<file path="src/design/mdic_pkg.sv">
package mdic_pkg;

	// Fixed port geometry
	localparam int PORT_DIMS = 4;
	localparam int SIZE_W    = 16;
	localparam int IDX_IN_W  = 17;
	localparam int DIMS_W    = 3;
	localparam int CFG_IDX_W = 3;
	localparam int CFG_DAT_W = 16;

	// Defaults for the top-level parameters
	localparam int DEF_MAX_DIMS    = 4;
	localparam int DEF_INDEX_WIDTH = 16;

	// Register map
	localparam logic [CFG_IDX_W-1:0] CFG_SIZE_0 = 3'd0;
	localparam logic [CFG_IDX_W-1:0] CFG_SIZE_1 = 3'd1;
	localparam logic [CFG_IDX_W-1:0] CFG_SIZE_2 = 3'd2;
	localparam logic [CFG_IDX_W-1:0] CFG_SIZE_3 = 3'd3;
	localparam logic [CFG_IDX_W-1:0] CFG_DIMS   = 3'd4;

	// Item modes
	localparam logic MODE_LOAD = 1'b0;
	localparam logic MODE_STEP = 1'b1;

	typedef struct packed {
		logic [PORT_DIMS-1:0][SIZE_W-1:0] size;
		logic [DIMS_W-1:0]                dims;
	} cfg_t;

	typedef struct packed {
		logic [PORT_DIMS-1:0][SIZE_W-1:0] pos;
		logic                             oor;
		logic                             err;
	} result_t;

endpackage

</file>
<file path="src/design/multi_dim_index_counter.sv">
// Mixed-radix position counter for walking a tensor of up to four dimensions
// (dimension 0 outermost). A load item (mode 0) sets the position from signed
// start indices, negative ones counting back from the dimension size; an index
// below minus its size flags load_error and leaves the position alone. A step
// item (mode 1) bumps the innermost active digit and ripples carries outward;
// stepping past the last element, or from any out-of-range position, parks
// every active digit at its size (end marker). Each item yields one result
// carrying the new position, overrun and load_error. Throughput is one
// item per clock while the result side is drained (out_ready); each item
// passes through the input register, then the result register. The limit
// is the position register feedback: the next position is formed from it
// combinationally. Sizes and dims_in_use are written through the cfg port
// (always ready); the user must write them only while idle, which the
// block itself does not enforce.

module multi_dim_index_counter import mdic_pkg::*; #(
	parameter int MAX_DIMS    = DEF_MAX_DIMS,
	parameter int INDEX_WIDTH = DEF_INDEX_WIDTH
) (
	input  logic                       clk,
	input  logic                       arst_n,
	// configuration writes
	input  logic                       cfg_valid,
	output logic                       cfg_ready,
	input  logic [CFG_IDX_W-1:0]       cfg_index,
	input  logic [CFG_DAT_W-1:0]       cfg_data,
	// input items
	input  logic                       in_valid,
	output logic                       in_ready,
	input  logic                       mode,
	input  logic signed [IDX_IN_W-1:0] index_0,
	input  logic signed [IDX_IN_W-1:0] index_1,
	input  logic signed [IDX_IN_W-1:0] index_2,
	input  logic signed [IDX_IN_W-1:0] index_3,
	// result items
	output logic                       out_valid,
	input  logic                       out_ready,
	output logic [SIZE_W-1:0]          pos_0,
	output logic [SIZE_W-1:0]          pos_1,
	output logic [SIZE_W-1:0]          pos_2,
	output logic [SIZE_W-1:0]          pos_3,
	output logic                       overrun,
	output logic                       load_error
);

	cfg_t                                   cfg;

	// Input stage
	logic                                   valid_s1;
	logic                                   mode_s1;
	logic [PORT_DIMS-1:0][IDX_IN_W-1:0]     index_s1;

	// Counter state
	logic [MAX_DIMS-1:0][INDEX_WIDTH-1:0]   position_q;
	logic [MAX_DIMS-1:0][INDEX_WIDTH-1:0]   pos_nxt;

	// Result stage
	result_t                                res;
	result_t                                res_s2;
	logic                                   valid_s2;

	logic                                   advance;
	logic                                   in_acc;

	mdic_cfg_regs u_cfg (
		.clk       (clk),
		.arst_n    (arst_n),
		.cfg_valid (cfg_valid),
		.cfg_ready (cfg_ready),
		.cfg_index (cfg_index),
		.cfg_data  (cfg_data),
		.cfg       (cfg)
	);

	// The result register moves whenever it is empty or being drained; the
	// input register can then refill in the same cycle.
	assign advance  = !valid_s2 || out_ready;
	assign in_ready = !valid_s1 || advance;
	assign in_acc   = in_valid && in_ready;

	always_ff @(posedge clk or negedge arst_n) begin
		if (!arst_n) begin
			valid_s1 <= 1'b0;
		end else if (in_ready) begin
			valid_s1 <= in_valid;
		end
	end

	always_ff @(posedge clk) begin
		if (in_acc) begin
			mode_s1     <= mode;
			index_s1[0] <= index_0;
			index_s1[1] <= index_1;
			index_s1[2] <= index_2;
			index_s1[3] <= index_3;
		end
	end

	mdic_next_pos #(
		.MAX_DIMS    (MAX_DIMS),
		.INDEX_WIDTH (INDEX_WIDTH)
	) u_next (
		.cfg     (cfg),
		.mode    (mode_s1),
		.index   (index_s1),
		.pos_cur (position_q),
		.pos_nxt (pos_nxt),
		.res     (res)
	);

	// Position updates exactly when its item moves into the result register
	always_ff @(posedge clk or negedge arst_n) begin
		if (!arst_n) begin
			position_q <= '0;
			valid_s2   <= 1'b0;
		end else if (advance) begin
			valid_s2 <= valid_s1;
			if (valid_s1) begin
				position_q <= pos_nxt;
			end
		end
	end

	always_ff @(posedge clk) begin
		if (advance && valid_s1) begin
			res_s2 <= res;
		end
	end

	assign out_valid  = valid_s2;
	assign pos_0      = res_s2.pos[0];
	assign pos_1      = res_s2.pos[1];
	assign pos_2      = res_s2.pos[2];
	assign pos_3      = res_s2.pos[3];
	assign overrun    = res_s2.oor;
	assign load_error = res_s2.err;

endmodule

</file>
<file path="src/design/mdic_cfg_regs.sv">
module mdic_cfg_regs import mdic_pkg::*; (
	input  logic                 clk,
	input  logic                 arst_n,
	input  logic                 cfg_valid,
	output logic                 cfg_ready,
	input  logic [CFG_IDX_W-1:0] cfg_index,
	input  logic [CFG_DAT_W-1:0] cfg_data,
	output cfg_t                 cfg
);

	cfg_t cfg_q;

	assign cfg_ready = 1'b1;
	assign cfg        = cfg_q;

	always_ff @(posedge clk or negedge arst_n) begin
		if (!arst_n) begin
			for (int i = 0; i < PORT_DIMS; i++) begin
				cfg_q.size[i] <= SIZE_W'(1);
			end
			cfg_q.dims <= DIMS_W'(1);
		end else if (cfg_valid && cfg_ready) begin
			case (cfg_index)
				CFG_SIZE_0: begin
					cfg_q.size[0] <= cfg_data[SIZE_W-1:0];
				end
				CFG_SIZE_1: begin
					cfg_q.size[1] <= cfg_data[SIZE_W-1:0];
				end
				CFG_SIZE_2: begin
					cfg_q.size[2] <= cfg_data[SIZE_W-1:0];
				end
				CFG_SIZE_3: begin
					cfg_q.size[3] <= cfg_data[SIZE_W-1:0];
				end
				CFG_DIMS: begin
					cfg_q.dims <= cfg_data[DIMS_W-1:0];
				end
				default: begin
					// unmapped index: ignored
				end
			endcase
		end
	end

endmodule

</file>
<file path="src/design/mdic_next_pos.sv">
module mdic_next_pos import mdic_pkg::*; #(
	parameter int MAX_DIMS    = DEF_MAX_DIMS,
	parameter int INDEX_WIDTH = DEF_INDEX_WIDTH
) (
	input  cfg_t                                     cfg,
	input  logic                                     mode,
	input  logic [PORT_DIMS-1:0][IDX_IN_W-1:0]       index,
	input  logic [MAX_DIMS-1:0][INDEX_WIDTH-1:0]     pos_cur,
	output logic [MAX_DIMS-1:0][INDEX_WIDTH-1:0]     pos_nxt,
	output result_t                                  res
);

	localparam int LIM = (MAX_DIMS < PORT_DIMS) ? MAX_DIMS : PORT_DIMS;
	localparam int SW  = (INDEX_WIDTH > SIZE_W) ? INDEX_WIDTH : SIZE_W;
	localparam logic [DIMS_W-1:0] LIM_V = DIMS_W'(LIM);

	logic [DIMS_W-1:0]                  n_act;
	logic [MAX_DIMS-1:0]                act;
	logic [MAX_DIMS-1:0]                wrap;
	logic [MAX_DIMS-1:0]                carry;
	logic [MAX_DIMS-1:0]                is_out;
	logic [MAX_DIMS-1:0]                ld_bad;
	logic [MAX_DIMS-1:0]                nxt_out;
	logic [MAX_DIMS-1:0][INDEX_WIDTH-1:0] dsz;
	logic [MAX_DIMS-1:0][INDEX_WIDTH-1:0] ld_val;
	logic [MAX_DIMS-1:0][INDEX_WIDTH-1:0] stepped;
	logic                               at_end;
	logic                               ld_err;

	// Active dimension count, clamped to 1..LIM
	always_comb begin
		if (cfg.dims == '0) begin
			n_act = DIMS_W'(1);
		end else if (cfg.dims > LIM_V) begin
			n_act = LIM_V;
		end else begin
			n_act = cfg.dims;
		end
	end

	for (genvar d = 0; d < MAX_DIMS; d++) begin : g_dig
		logic [SIZE_W-1:0]      size_raw;
		logic [IDX_IN_W-1:0]    idx_raw;
		logic [SW-1:0]          sz_wide;
		logic [SW-1:0]          sz_back;
		logic [SIZE_W-1:0]      sz16;
		logic [IDX_IN_W:0]      sum;
		logic [SIZE_W-1:0]      ld16;
		logic [SW-1:0]          ld_wide;
		logic [INDEX_WIDTH:0]   inc;

		if (d < PORT_DIMS) begin : g_port
			assign size_raw = cfg.size[d];
			assign idx_raw  = index[d];
		end else begin : g_noport
			assign size_raw = '0;
			assign idx_raw  = '0;
		end

		assign act[d] = (DIMS_W'(d) < n_act);

		// Size seen at digit width, and back at port width for the load add
		assign sz_wide = SW'(size_raw);
		assign dsz[d]  = sz_wide[INDEX_WIDTH-1:0];
		assign sz_back = SW'(dsz[d]);
		assign sz16    = sz_back[SIZE_W-1:0];

		// Negative index counts back from the size
		assign sum       = {2'b00, sz16} + {idx_raw[IDX_IN_W-1], idx_raw};
		assign ld_bad[d] = act[d] & idx_raw[IDX_IN_W-1] & sum[IDX_IN_W];
		assign ld16      = idx_raw[IDX_IN_W-1] ? sum[SIZE_W-1:0] : idx_raw[SIZE_W-1:0];
		assign ld_wide   = SW'(ld16);
		assign ld_val[d] = ld_wide[INDEX_WIDTH-1:0];

		// Increment with wrap at size
		assign inc        = {1'b0, pos_cur[d]} + (INDEX_WIDTH+1)'(1);
		assign wrap[d]    = (inc == {1'b0, dsz[d]});
		assign stepped[d] = !carry[d] ? pos_cur[d] :
			(wrap[d] ? '0 : inc[INDEX_WIDTH-1:0]);
		assign is_out[d]  = act[d] & (pos_cur[d] >= dsz[d]);
	end

	// Carry enters at the innermost active digit and ripples outward
	always_comb begin
		carry[MAX_DIMS-1] = 1'b1;
		for (int d = MAX_DIMS - 2; d >= 0; d--) begin
			carry[d] = act[d+1] ? (carry[d+1] & wrap[d+1]) : 1'b1;
		end
	end

	assign at_end = (|is_out) | (carry[0] & wrap[0]);
	assign ld_err = (mode == MODE_LOAD) & (|ld_bad);

	always_comb begin
		for (int d = 0; d < MAX_DIMS; d++) begin
			if (mode == MODE_LOAD) begin
				if (ld_err) begin
					pos_nxt[d] = pos_cur[d];
				end else begin
					pos_nxt[d] = act[d] ? ld_val[d] : '0;
				end
			end else begin
				if (!act[d]) begin
					pos_nxt[d] = '0;
				end else if (at_end) begin
					pos_nxt[d] = dsz[d];
				end else begin
					pos_nxt[d] = stepped[d];
				end
			end
			nxt_out[d] = act[d] & (pos_nxt[d] >= dsz[d]);
		end
	end

	for (genvar k = 0; k < PORT_DIMS; k++) begin : g_out
		if (k < MAX_DIMS) begin : g_dig_out
			logic [SW-1:0] pw;
			assign pw         = SW'(pos_nxt[k]);
			assign res.pos[k] = act[k] ? pw[SIZE_W-1:0] : '0;
		end else begin : g_zero_out
			assign res.pos[k] = '0;
		end
	end

	assign res.oor = |nxt_out;
	assign res.err = ld_err;

endmodule

</file>
<file path="config.mk">
export PLATFORM = sky130hd
export DESIGN_NAME = multi_dim_index_counter
export DESIGN_NICKNAME = d
export VERILOG_FILES = /design/src/design/mdic_pkg.sv /design/src/design/multi_dim_index_counter.sv /design/src/design/mdic_cfg_regs.sv /design/src/design/mdic_next_pos.sv
export SDC_FILE = /design/constraint.sdc
export NUM_CORES = 1
export LEC_CHECK = 0
export BUFFER_PORTS_ARGS = -buffer_cell sky130_fd_sc_hd__clkbuf_2
export CAP_MARGIN = 40
export CORE_ASPECT_RATIO = 1.25
export CORE_MARGIN = 3
export CORE_UTILIZATION = 40
export DETAILED_ROUTE_END_ITERATION = 10
export MAX_ROUTING_LAYER = met4
export SETUP_SLACK_MARGIN = 0.02
export SYNTH_ARGS = -nofsm -noshare
export SYNTH_HDL_FRONTEND = slang
export SYNTH_HIERARCHICAL = 1
export SYNTH_SLANG_ARGS = --single-unit
</file>
<file path="constraint.sdc">
create_clock -name clk -period 6.7 [get_ports clk]
set_input_delay 0.67 -clock clk [delete_from_list [all_inputs] [get_ports clk]]
set_output_delay 0.67 -clock clk [all_outputs]
set_load 0.02 [all_outputs]
</file>
; ---- After elaboration in Yosys (flattened, before gate mapping)
; Index checks and enable logic that the tools add are counted.
[word_totals]
ff_bits = 268
latchBits = 0
romBits = 0
output_inout_bits = 69
ram_bits = 0
memories = 0
input_bits = 93
[classes]
n_reduce_logical = 17
shifts = 0
mux = 36
div = 0
magnitude_cmp = 13
n_eq_ne = 8
bitwise_logic = 22
n_mul = 0
add_sub_neg = 8
[ops]
columns = cell, n
row1 = $mux W16, 31
row2 = $ge A16 B16 Y1, 8
row3 = $add A17 B17 Y18, 4
row4 = $add A16 B1 Y17 const B, 4
row5 = $eq A17 B16 Y1, 4
row6 = $and A1 B1 Y1, 20
row7 = $reduce_and A2 Y1, 6
row8 = $reduce_or A4 Y1, 3
row9 = $eq A3 B2 Y1 const B, 2
row10 = $logic_not A3 Y1, 2
row11 = $lt A1 B3 Y1 const A, 2
row12 = $lt A2 B3 Y1 const A, 2
row13 = $mux W3, 2
row14 = $eq A3 B1 Y1 const B, 1
row15 = $eq A3 B3 Y1 const B, 1
row16 = $gt A3 B3 Y1 const B, 1
row17 = $mux W1, 3
row18 = $logic_and A1 B1 Y1, 2
row19 = $logic_not A1 Y1, 2
row20 = $logic_or A1 B1 Y1, 2
row21 = $not A1 Y1, 1
row22 = $or A1 B1 Y1, 1

; ---- Depth between registers and ports, before layout
[depth]
word_depth = 17
depth_mapped = 27

; ---- Cells and area by module
; Netlist, hierarchy kept.
[modules_own_cells]
columns = module, cells_each, instances, seq_area_each_um2, area_per_inst_um2
row1 = mdic_next_pos, 1859, 1, 0.0, 12624.6
row2 = multi_dim_index_counter, 279, 1, 5705.5, 6747.7
row3 = mdic_cfg_regs, 147, 1, 1682.9, 2593.7

; ---- Worst setup path before layout
; Ideal clock, no wire load.
[synth_path]
kind = register to register
startpoint = reg u_cfg.cfg_q, in the netlist u_cfg/cfg[45]
endpoint = reg res_s2, in the netlist overrun (data pin)
path_buffers = 1
arrival_ps = 5398
path_slack_ps = 1041
stages_incl_launch_ff = 25
path_cell_list = dfrtp_1 -> inv_1 -> ha_1 -> a21oi_1 -> nand2_1 -> a211o_1 -> a2111oi_0 -> a21oi_1 -> nor4_4 -> a21boi_0 -> a21boi_4 -> clkbuf_1 -> a211oi_1 -> a311o_1 -> ha_1 -> a21o_1 -> a21oi_1 -> nor2b_1 -> o21ai_0 -> nand2b_1 -> a2111oi_0 -> o211ai_1 -> a221oi_1 -> nor2_1 -> o32a_1
[synth_lines]
columns = element, line_no
row1 = "start, declared", mdic_cfg_regs.sv:11  ; cfg_t cfg_q;
row2 = "end signal, assigned", multi_dim_index_counter.sv:126  ; res_s2 <= res;
row3 = "end, declared", multi_dim_index_counter.sv:59  ; result_t res_s2;

==> summary.md <==
| Metric | Value |
|---|---|
| Sequential Power Share | `26.3%` |
| Clk slew on worst S/H paths | `0.06 ns` |
| Dpl hpwl | `59,200 um` |
| Commonest non-fill, non-tap cells in the layout | `196 x ha_1, 159 x clkbuf_2, 150 x o21ai_0` |
| Synth area leaders | `edfxtp_1 18%, dfrtp_1 15%, ha_1 11%, mux2_2 3.8%, xnor2_1 3.8%` |
| Worst Path Class, Setup | `flip-flop to flip-flop` |
| Pwr per Cell Area | `433 nW/um^2` |
| Global-route wire length before repair | `117,000 um` |
| Worst-Skew Late Latency | `0.61 ns` |
| Via count | `19,400` |
| CP Launch Type | `flip-flop` |
| RSZ-0062 raised after global routing | `false` |
| Simple-Gate Fraction of Synth Area | `14.7%` |
| Drt wl/cell | `24.3 um` |
| Worst EP arrival | `6.72 ns` |
| Starting Density | `40.6%` |
| Switching part of the total | `45.9%` |
| Clock Tree Buf Depth | `3` |
| NetSw | `4.98 mW` |
| Seq cells post-synth | `268` |
| Fin crit period | `6.38 ns` |
| Mapped Area | `22,000 sq um` |
| Ys async rst share | `49.6%` |
| Syn nets | `2,578` |
| Drt drc | `0` |
| Gate power share | `56.7%` |
| Max FO, Critical Path | `28` |
| Synthesized-area fraction occupied by adder cells | `11.5%` |
| Max H-tree Level | `1` |
| Synthesized area per cell | `9.61 sq um` |
| Post-synthesis mux area share | `10.3%` |
| Hold Fails Final Rpt | `0` |
| Num CTS Buffers | `31` |
| IO buf count | `160` |
| CP cell instances | `ha_1 -> a211oi_1 -> o21ai_0 -> nand3_1 -> a31oi_1 -> nor4_1 -> nor3_1 -> nand4_1 -> buf_12 -> nor3_1 -> a21oi_1 -> o22a_1 -> ha_1 -> nand2b_1 -> a21o_1 -> a21oi_1 -> nor2b_1 -> o21ai_0 -> nand2b_1 -> a2111oi_0 -> o211ai_1 -> a221oi_2 -> nor2_1 -> o32a_1` |
| Total congestion overflow | `0` |
| RD Place Congestion | `1.01` |
| CP peak stage delay | `0.64 ns` |
| Top-level I/O count | `162` |
| Number of global-route vias before repair | `19,300` |
| WP data required | `7.04 ns` |
| Worst Tran Pin Value | `0.824 ns` |
| Crit-path slowest cell | `dfstp_2` |
| CP Capture Type | `flip-flop` |
| Synth Area in Compound Gates | `19.8%` |
| Largest net degree at the start of global routing | `50` |
| Clock skew | `0.0170 ns` |
| Hold Path Class | `primary input to flip-flop` |
| Yosys top cell area share | `18.5%` |
| Number of fill cells | `5,191` |
| Final setup fails | `0` |
| Slew Limit Fails | `0` |
| Antenna violations before repair | `1` |
| Largest area contributor in the netlist | `edfxtp_1` |
| Peak supply drop | `0.000249 V` |
| Clock power share | `17.0%` |
| Fin cells | `3,212` |
| Clock sink count | `268` |
| Final WL | `78,000 um` |
| Yosys warning count | `6` |
| Most common cell after layout, fill and taps aside | `ha_1` |
| Die height | `268 um` |
| Layout cells sized above 1 | `20.5%` |
| Fin nets | `2,749` |
| EDFF count, synth | `135` |
| Root Buffer | `clkbuf_16` |
| Synth-to-Final Area Change | `13.9%` |
| CTS tree | `yes` |
| Area of placed instances | `23,900 sq um` |
| Overall power | `10.8 mW` |
| Initial DRC count | `1,464` |
| Synth Area in XOR/XNOR | `5.30%` |
| Post-synth cell types | `104` |
| Largest family of logic cells by synthesized area | `compound AO/OA/AOI/OAI gates` |
| Status | `complete, no violations` |
| Period utilisation layout | `95.2%` |
| TritonRoute pass-1 iters | `6` |
| Post-DRT Antenna Nets | `0` |
| Die width | `216 um` |
| # Max-Cap Violations | `0` |
| Drt via density | `6.04` |
| Synth Flop Type | `edfxtp_1` |
| Max Clk Rate | `157 MHz` |
| Finished Cell Area | `25,000 sq um` |
| Core ar. | `54,100 sq um` |
| Setup TNS | `0 ns` |
| Die area | `57,800 sq um` |
| Placed Cells | `3,147` |
| Slew margin rel. | `44.7%` |
| GRT Total Usage | `26.9%` |
| LEAKAGE | `10.6 nW` |
| Cell internal pwr | `5.86 mW` |
| Row Count | `95` |
| Mapped Cells | `2,285` |
| Seq/Total Area, Yosys | `33.6%` |
[layout make-up]
class / instances / area (sq um) / area share (%)
inverters: 101 / 380 / 1.52
flip-flops and latches: 268 / 7390 / 29.5
clock inverters: 24 / 297 / 1.18
clock buffers: 34 / 787 / 3.14
repair buffers: 270 / 1700 / 6.78
diodes: 4 / 10.0 / 0.0400
multi-input cells: 1784 / 13600 / 54.2
well taps: 727 / 910 / 3.63
[synthesized netlist by cell type (all sizes together) (7+ instances only)]
master and number:
o221ai 7, o211ai 22, or2 11, o2111ai 11, ha 196, o21a 23, nor3b 11, clkbuf 82
inv 100, a211o 9, mux2i 51, or3 12, a211oi 34, o21ai 157, a21boi 7, a21o 39
nor2b 28, nand2b 32, nor4 23, or4 8, and3 18, nor2 144, and2 19, nand3 60
mux2 139, o311ai 9, a31oi 35, a2111oi 10, dfrtp 128, nand2 114, a22oi 20, xnor2 96
nor3 55, a21oi 144, o21bai 21, nand4 40, and4 11, o31ai 25, o22ai 34, buf 50
edfxtp 135, xor2 37
[cell families after synthesis]
| family | after synthesis |
|---|---|
| simple gates | 601 |
| mux | 190 |
| flops | 268 |
| compound gates | 659 |
| other cells | 1 |
| xor+xnor | 133 |
| fa+ha+maj | 200 |
| buf+inv | 233 |
[flip-flops by register name, indices dropped and copies added (netlist names), 16 cells and up]
| name | flops |
|---|---|
| pos_2 | 16 |
| pos_0 | 16 |
| pos_1 | 16 |
| position_q | 64 |
| pos_3 | 16 |
| index_s1 | 68 |
| u_cfg/cfg | 67 |
[timing repair]
| action | in CTS | in global routing |
|---|---|---|
| hold endpoints to repair | 14 | 0 |
| setup endpoints to repair | 0 | 1 |
| hold buffers | 1 | 0 |
| gates resized for setup | 0 | 6 |
| buffers inserted | 0 | 2 |
[power by group through the flow]
| stage | Clock [mW] | Sequential (mW) | Combinational (mW) |
|---|---|---|---|
| 3_3_place_gp | 0 | 2.86 | 5.90 |
| 3_5_place_dp | 0 | 2.88 | 5.98 |
| 5_1_grt | 1.96 | 2.92 | 6.68 |
| 4_1_cts | 1.89 | 2.85 | 6.03 |
| 6_report | 1.84 | 2.86 | 6.14 |
| 2_1_floorplan | 0 | 2.73 | 4.12 |
[routing by layer]
metal	global-route usage [%]	up-vias	wire, um
li1	-	8968	-
met3	3.33	182	4530
met4	12.9	0	3970
met2	45.1	744	37600
met5	-	-	0
met1	32.5	9518	32000
[worst max-delay path: cells and delay by family (launching register included)]
kind / cells / cell delay (ns)
compound gates: 12 / 2.98
fa+ha+maj: 2 / 0.56
flops: 1 / 0.64
buf+inv: 1 / 0.26
simple gates: 9 / 1.66
[through the flow]
step / hold slack, ns / util (%) / setup WS [ns]
after detailed placement: 0.551 / 44.2 / 0.208
after global routing: 0.205 / 46.3 / 0.0482
after floorplan: 0.374 / - / 1.04
final: 0.239 / 46.3 / 0.323
after CTS: 0.199 / 46.2 / 0.123
after global placement: 0.531 / 44.1 / 0.293
[path summary, 6_finish.rpt]
path                               from             end  slack, ns  depth (start not counted)
hold / removal               index_2[5]    index_s1[39]       0.24                          1
hold reg to reg                valid_s1       out_valid       0.57                          1
setup / recovery           u_cfg/cfg[3]         overrun       0.32                         24
setup reg to reg           u_cfg/cfg[3]         overrun       0.32                         24
max in group asynchronous        arst_n   position_q[1]       5.06                          3
min in group asynchronous        arst_n  position_q[18]       0.56                          2
(Power assumes the default switching activity.)
